### config.mk
export PLATFORM = sky130hd
export DESIGN_NAME = can_frame_change_filter_top
export DESIGN_NICKNAME = d
export VERILOG_FILES = /design/src/rtl/cfcf_pkg.sv /design/src/rtl/can_frame_change_filter_top.sv /design/src/rtl/cfcf_ctrl.sv /design/src/rtl/cfcf_datapath.sv
export SDC_FILE = /design/constraint.sdc
export NUM_CORES = 2
export LEC_CHECK = 0
export BUFFER_PORTS_ARGS = -buffer_cell sky130_fd_sc_hd__buf_2
export CAP_MARGIN = 10
export CORE_UTILIZATION = 65
export CTS_CLUSTER_DIAMETER = 30
export DETAILED_ROUTE_END_ITERATION = 7
export PLACE_DENSITY = 0.9
export SLEW_MARGIN = 20
export SYNTH_ARGS = -nofsm -noshare
export SYNTH_HDL_FRONTEND = slang
export SYNTH_SLANG_ARGS = --single-unit
### constraint.sdc
create_clock -name clk -period 18.3 [get_ports clk]
set_clock_uncertainty 0.1 [all_clocks]
set_input_delay 2.745 -clock clk [delete_from_list [all_inputs] [get_ports clk]]
set_output_delay 2.745 -clock clk [all_outputs]
set_load 0.02 [all_outputs]
### src/rtl/cfcf_pkg.sv
`timescale 1ns / 1ps

package cfcf_pkg;

    localparam int ID_W   = 11;
    localparam int LEN_W  = 4;
    localparam int DATA_W = 64;

    // longest legal data length; longer codes are clipped to it
    localparam logic [LEN_W-1:0] MAX_LEN = LEN_W'(8);

    localparam int CFCF_TABLE_ENTRIES = 32;

    typedef struct packed {
        logic              crc_good;
        logic [ID_W-1:0]   frame_id;
        logic [LEN_W-1:0]  raw_length;
        logic [DATA_W-1:0] payload;
    } frame_in_t;

    typedef struct packed {
        logic [ID_W-1:0]   out_id;
        logic [LEN_W-1:0]  out_length;
        logic [DATA_W-1:0] out_payload;
        logic              was_stored;
    } frame_out_t;

    // controller -> datapath
    typedef struct packed {
        logic load_frame;  // capture accepted frame, clear scan results
        logic scan_en;     // read next table entry
        logic commit;      // update table, load result register
    } cfcf_cmd_t;

    // datapath -> controller
    typedef struct packed {
        logic scan_last;   // address being read is the last entry
        logic match;       // identifier present with same length and data
        logic out_free;    // result register can take a new beat
    } cfcf_status_t;

endpackage

### src/rtl/can_frame_change_filter_top.sv
`timescale 1ns / 1ps

// CAN frame change filter. Each input beat is one received standard CAN frame.
// Frames with a bad CRC are taken and dropped at once. A good frame (length
// clipped to 8) is looked up in a table of TABLE_ENTRIES entries; if its
// identifier is there with the same length and all eight data bytes equal,
// nothing comes out. Otherwise the entry is updated, or the lowest free entry
// is claimed, and the frame goes out as one result beat; was_stored is 0 when
// the table was full and the frame was not kept. A good frame is taken, then the
// table is scanned through its single read port, one entry per cycle, the last
// entry is compared, and the frame is decided and, if reported, committed.
// A result beat waits in an output register, so the next frame is taken while
// it is pending; commit of that next frame stalls until the register frees.
// The table valid bits are cleared by reset; no clearing pass is needed.

module can_frame_change_filter_top
    import cfcf_pkg::*;
#(
    parameter int TABLE_ENTRIES = CFCF_TABLE_ENTRIES
)
(
    input  logic       clk,
    input  logic       rst_n,
    input  logic       in_valid,
    output logic       in_ready,
    input  frame_in_t  in_data,
    output logic       out_valid,
    input  logic       out_ready,
    output frame_out_t out_data
);

    cfcf_cmd_t    cmd;
    cfcf_status_t status;

    // sequencer: take frame, scan table, decide and commit
    cfcf_ctrl u_ctrl (
        .clk      (clk),
        .rst_n    (rst_n),
        .in_valid (in_valid),
        .crc_good (in_data.crc_good),
        .in_ready (in_ready),
        .status   (status),
        .cmd      (cmd)
    );

    // table memory, valid bits, compare and result register
    cfcf_datapath #(
        .TABLE_ENTRIES (TABLE_ENTRIES)
    ) u_datapath (
        .clk       (clk),
        .rst_n     (rst_n),
        .in_data   (in_data),
        .cmd       (cmd),
        .status    (status),
        .out_valid (out_valid),
        .out_ready (out_ready),
        .out_data  (out_data)
    );

    // an unchanged frame must never be reported
    assert property (@(posedge clk) disable iff (!rst_n)
        cmd.commit |-> !status.match)
        else $error("commit of a frame that matched its table entry");

    // a pending result beat is never overwritten
    assert property (@(posedge clk) disable iff (!rst_n)
        cmd.commit |-> status.out_free)
        else $error("commit while result register still full");

    // a bad-CRC frame leaves the block ready for the next beat
    assert property (@(posedge clk) disable iff (!rst_n)
        (in_valid && in_ready && !in_data.crc_good) |=> in_ready)
        else $error("bad-CRC frame started a table scan");

    // no input is taken while the table is being scanned
    assert property (@(posedge clk) disable iff (!rst_n)
        cmd.scan_en |-> !in_ready)
        else $error("input ready during table scan");

endmodule

### src/rtl/cfcf_ctrl.sv
`timescale 1ns / 1ps

module cfcf_ctrl
    import cfcf_pkg::*;
(
    input  logic         clk,
    input  logic         rst_n,
    input  logic         in_valid,
    input  logic         crc_good,
    output logic         in_ready,
    input  cfcf_status_t status,
    output cfcf_cmd_t    cmd
);

    localparam logic [1:0] ST_IDLE   = 2'd0;
    localparam logic [1:0] ST_SCAN   = 2'd1;
    localparam logic [1:0] ST_FLUSH  = 2'd2;
    localparam logic [1:0] ST_DECIDE = 2'd3;

    logic [1:0] state_reg;
    logic [1:0] state_next;

    always_ff @(posedge clk or negedge rst_n)
    begin
        if (!rst_n)
        begin
            state_reg <= ST_IDLE;
        end
        else
        begin
            state_reg <= state_next;
        end
    end

    always_comb
    begin
        state_next     = state_reg;
        in_ready       = 1'b0;
        cmd.load_frame = 1'b0;
        cmd.scan_en    = 1'b0;
        cmd.commit     = 1'b0;
        case (state_reg)
            ST_IDLE:
            begin
                in_ready = 1'b1;
                // bad-CRC beats are taken and dropped here
                if (in_valid && crc_good)
                begin
                    cmd.load_frame = 1'b1;
                    state_next     = ST_SCAN;
                end
            end
            ST_SCAN:
            begin
                cmd.scan_en = 1'b1;
                if (status.scan_last)
                begin
                    state_next = ST_FLUSH;
                end
            end
            ST_FLUSH:
            begin
                // last entry is compared in this cycle
                state_next = ST_DECIDE;
            end
            ST_DECIDE:
            begin
                if (status.match)
                begin
                    state_next = ST_IDLE;
                end
                else if (status.out_free)
                begin
                    cmd.commit = 1'b1;
                    state_next = ST_IDLE;
                end
            end
            default:
            begin
                state_next = ST_IDLE;
            end
        endcase
    end

endmodule

### src/rtl/cfcf_datapath.sv
`timescale 1ns / 1ps

module cfcf_datapath
    import cfcf_pkg::*;
#(
    parameter int TABLE_ENTRIES = CFCF_TABLE_ENTRIES
)
(
    input  logic         clk,
    input  logic         rst_n,
    input  frame_in_t    in_data,
    input  cfcf_cmd_t    cmd,
    output cfcf_status_t status,
    output logic         out_valid,
    input  logic         out_ready,
    output frame_out_t   out_data
);

    localparam int IDX_W = (TABLE_ENTRIES > 1) ? $clog2(TABLE_ENTRIES) : 1;
    localparam logic [IDX_W-1:0] LAST_IDX = IDX_W'(TABLE_ENTRIES - 1);

    typedef struct packed {
        logic [ID_W-1:0]   id;
        logic [LEN_W-1:0]  len;
        logic [DATA_W-1:0] data;
    } entry_t;

    entry_t mem [TABLE_ENTRIES];
    logic [TABLE_ENTRIES-1:0] valid_reg;

    entry_t     frame_reg;
    entry_t     rd_data_reg;
    logic [IDX_W-1:0] addr_reg;
    logic [IDX_W-1:0] rd_idx_reg;
    logic       cmp_pend_reg;

    logic       hit_reg;
    logic       match_reg;
    logic [IDX_W-1:0] hit_idx_reg;
    logic       free_reg;
    logic [IDX_W-1:0] free_idx_reg;

    logic       out_valid_reg;
    frame_out_t out_data_reg;

    logic [LEN_W-1:0] clip_len;
    logic       rd_valid;
    logic       rd_hit;
    logic       stored;
    logic [IDX_W-1:0] slot;

    assign clip_len = (in_data.raw_length > MAX_LEN) ? MAX_LEN : in_data.raw_length;
    assign rd_valid = valid_reg[rd_idx_reg];
    assign rd_hit   = cmp_pend_reg && rd_valid && (rd_data_reg.id == frame_reg.id);
    assign stored   = hit_reg || free_reg;
    assign slot     = hit_reg ? hit_idx_reg : free_idx_reg;

    // table storage: one read port for the scan, one write at commit
    always_ff @(posedge clk)
    begin
        if (cmd.scan_en)
        begin
            rd_data_reg <= mem[addr_reg];
        end
        if (cmd.commit && stored)
        begin
            mem[slot] <= frame_reg;
        end
    end

    always_ff @(posedge clk)
    begin
        if (cmd.load_frame)
        begin
            frame_reg.id   <= in_data.frame_id;
            frame_reg.len  <= clip_len;
            frame_reg.data <= in_data.payload;
        end
        if (cmd.scan_en)
        begin
            rd_idx_reg <= addr_reg;
        end
        if (rd_hit)
        begin
            hit_idx_reg <= rd_idx_reg;
        end
        if (cmp_pend_reg && !rd_valid && !free_reg)
        begin
            free_idx_reg <= rd_idx_reg;
        end
        if (cmd.commit)
        begin
            out_data_reg.out_id      <= frame_reg.id;
            out_data_reg.out_length  <= frame_reg.len;
            out_data_reg.out_payload <= frame_reg.data;
            out_data_reg.was_stored  <= stored;
        end
    end

    always_ff @(posedge clk or negedge rst_n)
    begin
        if (!rst_n)
        begin
            valid_reg     <= '0;
            addr_reg      <= '0;
            cmp_pend_reg  <= 1'b0;
            hit_reg       <= 1'b0;
            match_reg     <= 1'b0;
            free_reg      <= 1'b0;
            out_valid_reg <= 1'b0;
        end
        else
        begin
            cmp_pend_reg <= cmd.scan_en;
            if (cmd.load_frame)
            begin
                addr_reg  <= '0;
                hit_reg   <= 1'b0;
                match_reg <= 1'b0;
                free_reg  <= 1'b0;
            end
            else
            begin
                if (cmd.scan_en)
                begin
                    addr_reg <= addr_reg + IDX_W'(1);
                end
                // identifiers are unique in the table, so at most one hit
                if (rd_hit)
                begin
                    hit_reg   <= 1'b1;
                    match_reg <= (rd_data_reg.len == frame_reg.len)
                              && (rd_data_reg.data == frame_reg.data);
                end
                if (cmp_pend_reg && !rd_valid)
                begin
                    free_reg <= 1'b1;
                end
            end
            if (cmd.commit && stored)
            begin
                valid_reg[slot] <= 1'b1;
            end
            if (cmd.commit)
            begin
                out_valid_reg <= 1'b1;
            end
            else if (out_ready)
            begin
                out_valid_reg <= 1'b0;
            end
        end
    end

    assign status.scan_last = (addr_reg == LAST_IDX);
    assign status.match     = match_reg;
    assign status.out_free  = !out_valid_reg || out_ready;

    assign out_valid = out_valid_reg;
    assign out_data  = out_data_reg;

endmodule

=== Word-level counts from Yosys, hierarchy flattened ===
Memory sizes are Yosys's and may differ from the RTL's. A register that Yosys moved wholly into a read port is not among the register bits.
Index checks and enable logic that the tools add are counted.

* Output and inout port bits: 82
* Register bits after elaboration: 218
* Word-level logic and storage cells: 83
* Memory bits (writable): 2528
* Memories kept: 1
* Bits of input ports: 84

* $add $sub $neg: 1
* Eq/ne operators: 10
* $lt $le $gt $ge: 4
* Reductions and logical operators: 19
* Bitwise gates (word level): 1
* Muxes and demuxes: 29

{| class="wikitable"
|+ Memories
! name !! words !! bits a word !! rd ports !! clocked after Yosys merged registers in !! wr ports !! line !! source
|-
| u_datapath.mem || 32 || 79 || 1 || 1 || 1 || cfcf_datapath.sv:28 || <nowiki>entry_t mem [TABLE_ENTRIES];</nowiki>
|}

{| class="wikitable"
|+ Operator list
! cell !! number
|-
| 64-bit equality test || 1
|-
| 32-bit OR || 1
|-
| 1-bit two-way mux || 19
|-
| 5-bit two-way mux || 3
|-
| 5-bit by 6-bit less-than comparator with 1-bit output (second input constant) || 2
|-
| 11-bit equality test || 1
|-
| 1-bit logical AND || 8
|-
| 2-bit two-way mux || 4
|-
| 2-bit one-hot mux with 4 select lines || 1
|-
| 2-bit nonzero test || 4
|-
| 5-bit by 1-bit adder with 5-bit output (second input constant) || 1
|-
| 1-bit binary-select mux with 5-bit select || 1
|-
| 1-bit demux with 5-bit select || 1
|-
| 5-bit equality test (second input constant) || 1
|-
| 5-bit by 1-bit >= comparator with 1-bit output (second input constant) || 1
|-
| 2-bit equality test (second input constant) || 2
|-
| 4-bit equality test || 1
|-
| 4-bit > comparator (second input constant) || 1
|-
| 1-bit zero test || 3
|-
| 3-bit by 2-bit != test with 1-bit output (second input constant) || 1
|-
| 3-bit AND reduction || 1
|-
| 2-bit by 1-bit equality test with 1-bit output (second input constant) || 1
|-
| 2-bit zero test || 1
|-
| 1-bit logical OR || 2
|-
| 2 further kinds || 2
|}

=== Longest topological paths before layout ===
* Depth in word-level cells: 8
* Depth in mapped cells: 9
* Depth with buffers taken out: 7

=== By module ===
Synthesis repeated with hierarchy kept, for this count alone.

* Cells, all modules: 4173
* Area total of the unflattened synthesis: 106119.3 um^2

{| class="wikitable"
|+ By module, submodules not included
! module !! sequential area each (um^2) !! cells each !! area an instance (um^2) !! times used
|-
| cfcf_datapath || 84561.1 || 4155 || 105927.8 || 1
|-
| cfcf_ctrl || 50.0 || 18 || 191.4 || 1
|}

=== Worst setup path after synthesis ===
Ideal clock, no wire load.

* Path type: input to register
* Start point: in out_ready
* End point: mem u_datapath.mem[0][0] (netlist bit) (enable)
* Slack: 7.162 ns
* Stages: 5
* Arrival: 10.520 ns
* Data required time: 17.682 ns
* Setup time: 0.518 ns
* Path buffers: 0
* Path through: nand2b_1 > nor2b_1 > and2_1 > o21ai_1 > nor2_1

{| class="wikitable"
|+ RTL lines
! item !! line !! source
|-
| start, declared || can_frame_change_filter_top.sv:28 || <nowiki>input logic out_ready,</nowiki>
|-
| end, declared || cfcf_datapath.sv:28 ||
|}

==> impl_table.tex <==
\begin{tabular}{lr}
\hline
Metric & Value \\
\hline
\multicolumn{2}{l}{\textbf{Yosys}} \\
\quad Most common cell in the netlist & edfxtp\_1 \\
\quad Fraction of the yosys area taken by sequential cells & 79.7\% \\
\quad Area of the mapped netlist & 0.106 mm2 \\
\quad Number of register bits inferred by synthesis & 2825 \\
\quad Post-synthesis compound-gate area fraction & 0.149\% \\
\quad Number of synthesized flops with an enable pin & 2781 \\
\quad Number of distinct library cell variants in the gate-level netlist after synthesis & 37 \\
\quad Area share of fa/ha/maj cells after synthesis & 0.0708\% \\
\quad Simple-gate portion of the synthesized area & 0.726\% \\
\quad Main combinational cell family by area after synthesis & multiplexers \\
\quad Number of cells produced by synthesis & 4181 \\
\quad Post-synthesis async set-or-reset flop share & 1.56\% \\
\quad Average instance area after synthesis & 25.4 um2 \\
\quad Most used standard cells in the synthesized netlist & edfxtp\_1 (2781), mux4\_2 (790), clkbuf\_1 (103) \\
\quad Area contributors post-synth & edfxtp\_1 (79\%), mux4\_2 (17\%), dfrtp\_1 (1.0\%) \\
\quad Multiplexer share of the synthesized area & 17.8\% \\
\quad Share of the synthesized netlist area taken by xor and xnor gates & 0.677\% \\
\quad Yosys warning total & 0 \\
\quad Net Count, Synth & 4271 \\
\quad Cell taking the most area after synthesis & edfxtp\_1 \\
\quad Synth Flop Type & edfxtp\_1 \\
\quad Area share of the largest cell type after synthesis & 78.7\% \\
\multicolumn{2}{l}{\textbf{Die}} \\
\quad Y dimension of the die & 406 um \\
\quad Effective utilization at floorplan & 65.8\% \\
\quad Placeable core area & 0.161 mm2 \\
\quad Ports & 166 \\
\quad Horizontal die dimension & 406 um \\
\quad Die ar. & 0.165 mm2 \\
\quad Row cnt & 147 \\
\multicolumn{2}{l}{\textbf{STA}} \\
\quad Final critical path time including I/O delays and setup & 6690 ps \\
\quad Headroom to the max-slew limit & 12.1\% \\
\quad Highest clock frequency the design can meet & 149 MHz \\
\quad Period utilisation layout & 36.6\% \\
\quad Final Setup Violations & 0 \\
\quad Final hold slack & 353 ps \\
\quad Setup repair after global routing missed its margin & no \\
\quad Final count of hold timing violations & 0 \\
\quad Transition at the pin with the smallest max-transition slack & 1320 ps \\
\quad Final Max Slew Viols & 0 \\
\quad Final total negative setup slack & 0 ps \\
\multicolumn{2}{l}{\textbf{Worst hold path}} \\
\quad Min-delay worst type & flop to flop \\
\multicolumn{2}{l}{\textbf{Pwr}} \\
\quad Cell Int Power & 15.1 mW \\
\quad Sequential cell fraction of total power & 36.3\% \\
\quad Fraction of power spent switching nets & 30.7\% \\
\quad Combinational power share & 22.3\% \\
\quad Power per cell area & 173 mW/mm2 \\
\quad Clk network pwr share & 41.4\% \\
\quad Net load switching power & 6.69 mW \\
\quad Static leakage & 40.5 nW \\
\quad Worst-case vdd ir drop & 0.169 mV \\
\multicolumn{2}{l}{\textbf{Critical path}} \\
\quad Crit. End Element & flop \\
\quad Required time reported for the critical path endpoint & 18790 ps \\
\quad Worst Setup Start Kind & input port \\
\quad Top fanout value on the critical path & 52 \\
\quad R2R setup slack & 12720 ps \\
\quad Category of the critical setup timing path & input port to flop \\
\quad WP data arrival & 7180 ps \\
\multicolumn{2}{l}{\textbf{Clock tree}} \\
\quad Clock tree from TritonCTS & yes \\
\quad Later-pin clock latency in the skew report & 1040 ps \\
\quad Number of buffers created by CTS & 460 \\
\quad Post-CTS Repair Setup Buffers & 0 \\
\quad Number of buffers between clock root and the deepest sink & 4 \\
\quad Sinks on Clock Net & 2825 \\
\quad Hold-fix buffers at CTS & 0 \\
\quad Cts repair resizes & 0 \\
\quad Clock slew seen by the registers of the worst setup and hold paths & 50 ps \\
\quad Clock H-tree levels & 5 \\
\quad Cell at the root of the clock tree & clkbuf\_16 \\
\multicolumn{2}{l}{\textbf{Job}} \\
\quad Max-cap violations & 0 \\
\multicolumn{2}{l}{\textbf{Global route}} \\
\quad Largest net degree at the start of global routing & 163 \\
\quad Global-route usage over all layers & 44.5\% \\
\quad Initial antenna violation count & 57 \\
\quad Via count of the first global-routing pass & 57100 \\
\quad Global-route wire length before repair & 486000 um \\
\quad Gr ovfl total & 0 \\
\multicolumn{2}{l}{\textbf{Placement}} \\
\quad Placed insts & 6474 \\
\quad Detailed Place HPWL & 166000 um \\
\quad IO Port Bufs & 165 \\
\quad Placer congestion estimate & 0.841 \\
\quad Post-Place Cell Area & 0.110 mm2 \\
\multicolumn{2}{l}{\textbf{Detailed routing}} \\
\quad Final antenna-violating net count & 0 \\
\quad Number of iterations in the first detailed-routing pass & 7 \\
\quad Detailed-route wire length & 366000 um \\
\quad First-iteration detailed-routing DRC count & 12000 \\
\quad Routed vias/inst & 7.94 \\
\quad Detailed-route DRC error count & 0 \\
\quad Via count & 58400 \\
\quad Average wire per standard cell & 49.8 um \\
\multicolumn{2}{l}{\textbf{Cells and area}} \\
\quad Final std cells w/o fill & 7353 \\
\quad Net total in the final layout & 4872 \\
\quad Layout cell share with drive strength beyond 1 & 39.1\% \\
\quad Post-route cell area & 0.126 mm2 \\
\quad Max reg flops & 2528 \\
\quad Filler Cells Inserted & 6854 \\
\quad Core occupancy in the finished layout & 78.2\% \\
\quad Layout Area Growth over Synthesis & 18.9\% \\
\multicolumn{2}{l}{\textbf{Run status}} \\
\quad Result of the run & finished clean \\
\hline
\end{tabular}
[area by class of cell]
cell class | count | area (um2) | area share [%]
tap | 2160 | 2700 | 2.14
antenna | 31 | 77.6 | 0.0615
sequential | 2825 | 84600 | 67.1
timing repair buffer | 331 | 2270 | 1.80
inverter | 10 | 42.5 | 0.0337
clock buffer | 502 | 11800 | 9.33
multi-input combinational | 1154 | 20900 | 16.6
clock inverter | 340 | 3780 | 2.99
[per-stage QoR]
| stage | power (mW) | setup WS, ps |
|---|---|---|
| 2_1_floorplan | 10.8 | 7160 |
| 3_3_place_gp | 12.0 | 11330 |
| 3_5_place_dp | 12.3 | 11130 |
| 4_1_cts | 21.5 | 11960 |
| 5_1_grt | 22.0 | 11790 |
| 6_report | 21.8 | 11610 |
[power by group through the flow]
stage	clock network (mW)	registers (mW)	logic (mW)
floorplan	0	7.95	2.86
global placement	0	7.93	4.10
global route	9.21	7.90	4.85
finish	9.01	7.91	4.85
detailed placement	0	7.97	4.37
CTS	8.94	7.88	4.65
[per-layer routing]
layer / GRT usage, % / up-vias / routed length [um]
met2: 70.7 / 7520 / 174000
li1: - / 19500 / -
met5: 0.178 / - / 361
met1: 52.5 / 29300 / 104000
met3: 11.6 / 2047 / 48800
met4: 34.6 / 48 / 39800
[kinds of logic after synthesis]
| group | Yosys count |
|---|---|
| AOI/OAI and AO/OA | 23 |
| xor gates and xnor gates | 82 |
| adders and majority gates | 6 |
| buffers and inverters | 202 |
| DFF | 2825 |
| muxes | 890 |
| and+or+nand+nor | 153 |
[layout by cell type, fill, tap and decap left out, types with 51 or more instances in the layout]
| cell | Yosys | final |
|---|---|---|
| buf_4 | 7 | 149 |
| xnor2_1 | 55 | 55 |
| bufinv_16 | 0 | 53 |
| inv_6 | 0 | 67 |
| mux2_2 | 80 | 80 |
| clkinv_2 | 0 | 58 |
| clkbuf_16 | 0 | 464 |
| clkinvlp_4 | 0 | 56 |
| buf_2 | 53 | 165 |
| edfxtp_1 | 2781 | 2781 |
| mux4_2 | 790 | 790 |
| clkinv_4 | 0 | 51 |
[worst paths after layout]
kind | start | endpoint | cells past startpoint
max | out_ready | u_datapath.mem[21][57] | 8
min | u_datapath.frame_reg[76] | u_datapath.out_data[77] | 0
max reg2reg | u_datapath.addr_reg[0] | u_datapath.rd_data_reg[45] | 6
min reg2reg | u_datapath.frame_reg[76] | u_datapath.out_data[77] | 0
max in group asynchronous | rst_n | u_datapath.addr_reg[3] | 2
min in group asynchronous | rst_n | u_datapath.addr_reg[1] | 2
[critical path, cell delays in order]
cell and delay [ps]:
buf_2 80, nand2b_1 190, nor2b_4 180, buf_4 470, and2_1 380, nand2_1 680, nor2_4 1170, buf_4 1080
No activity file was read; power rests on OpenSTA's default activity.
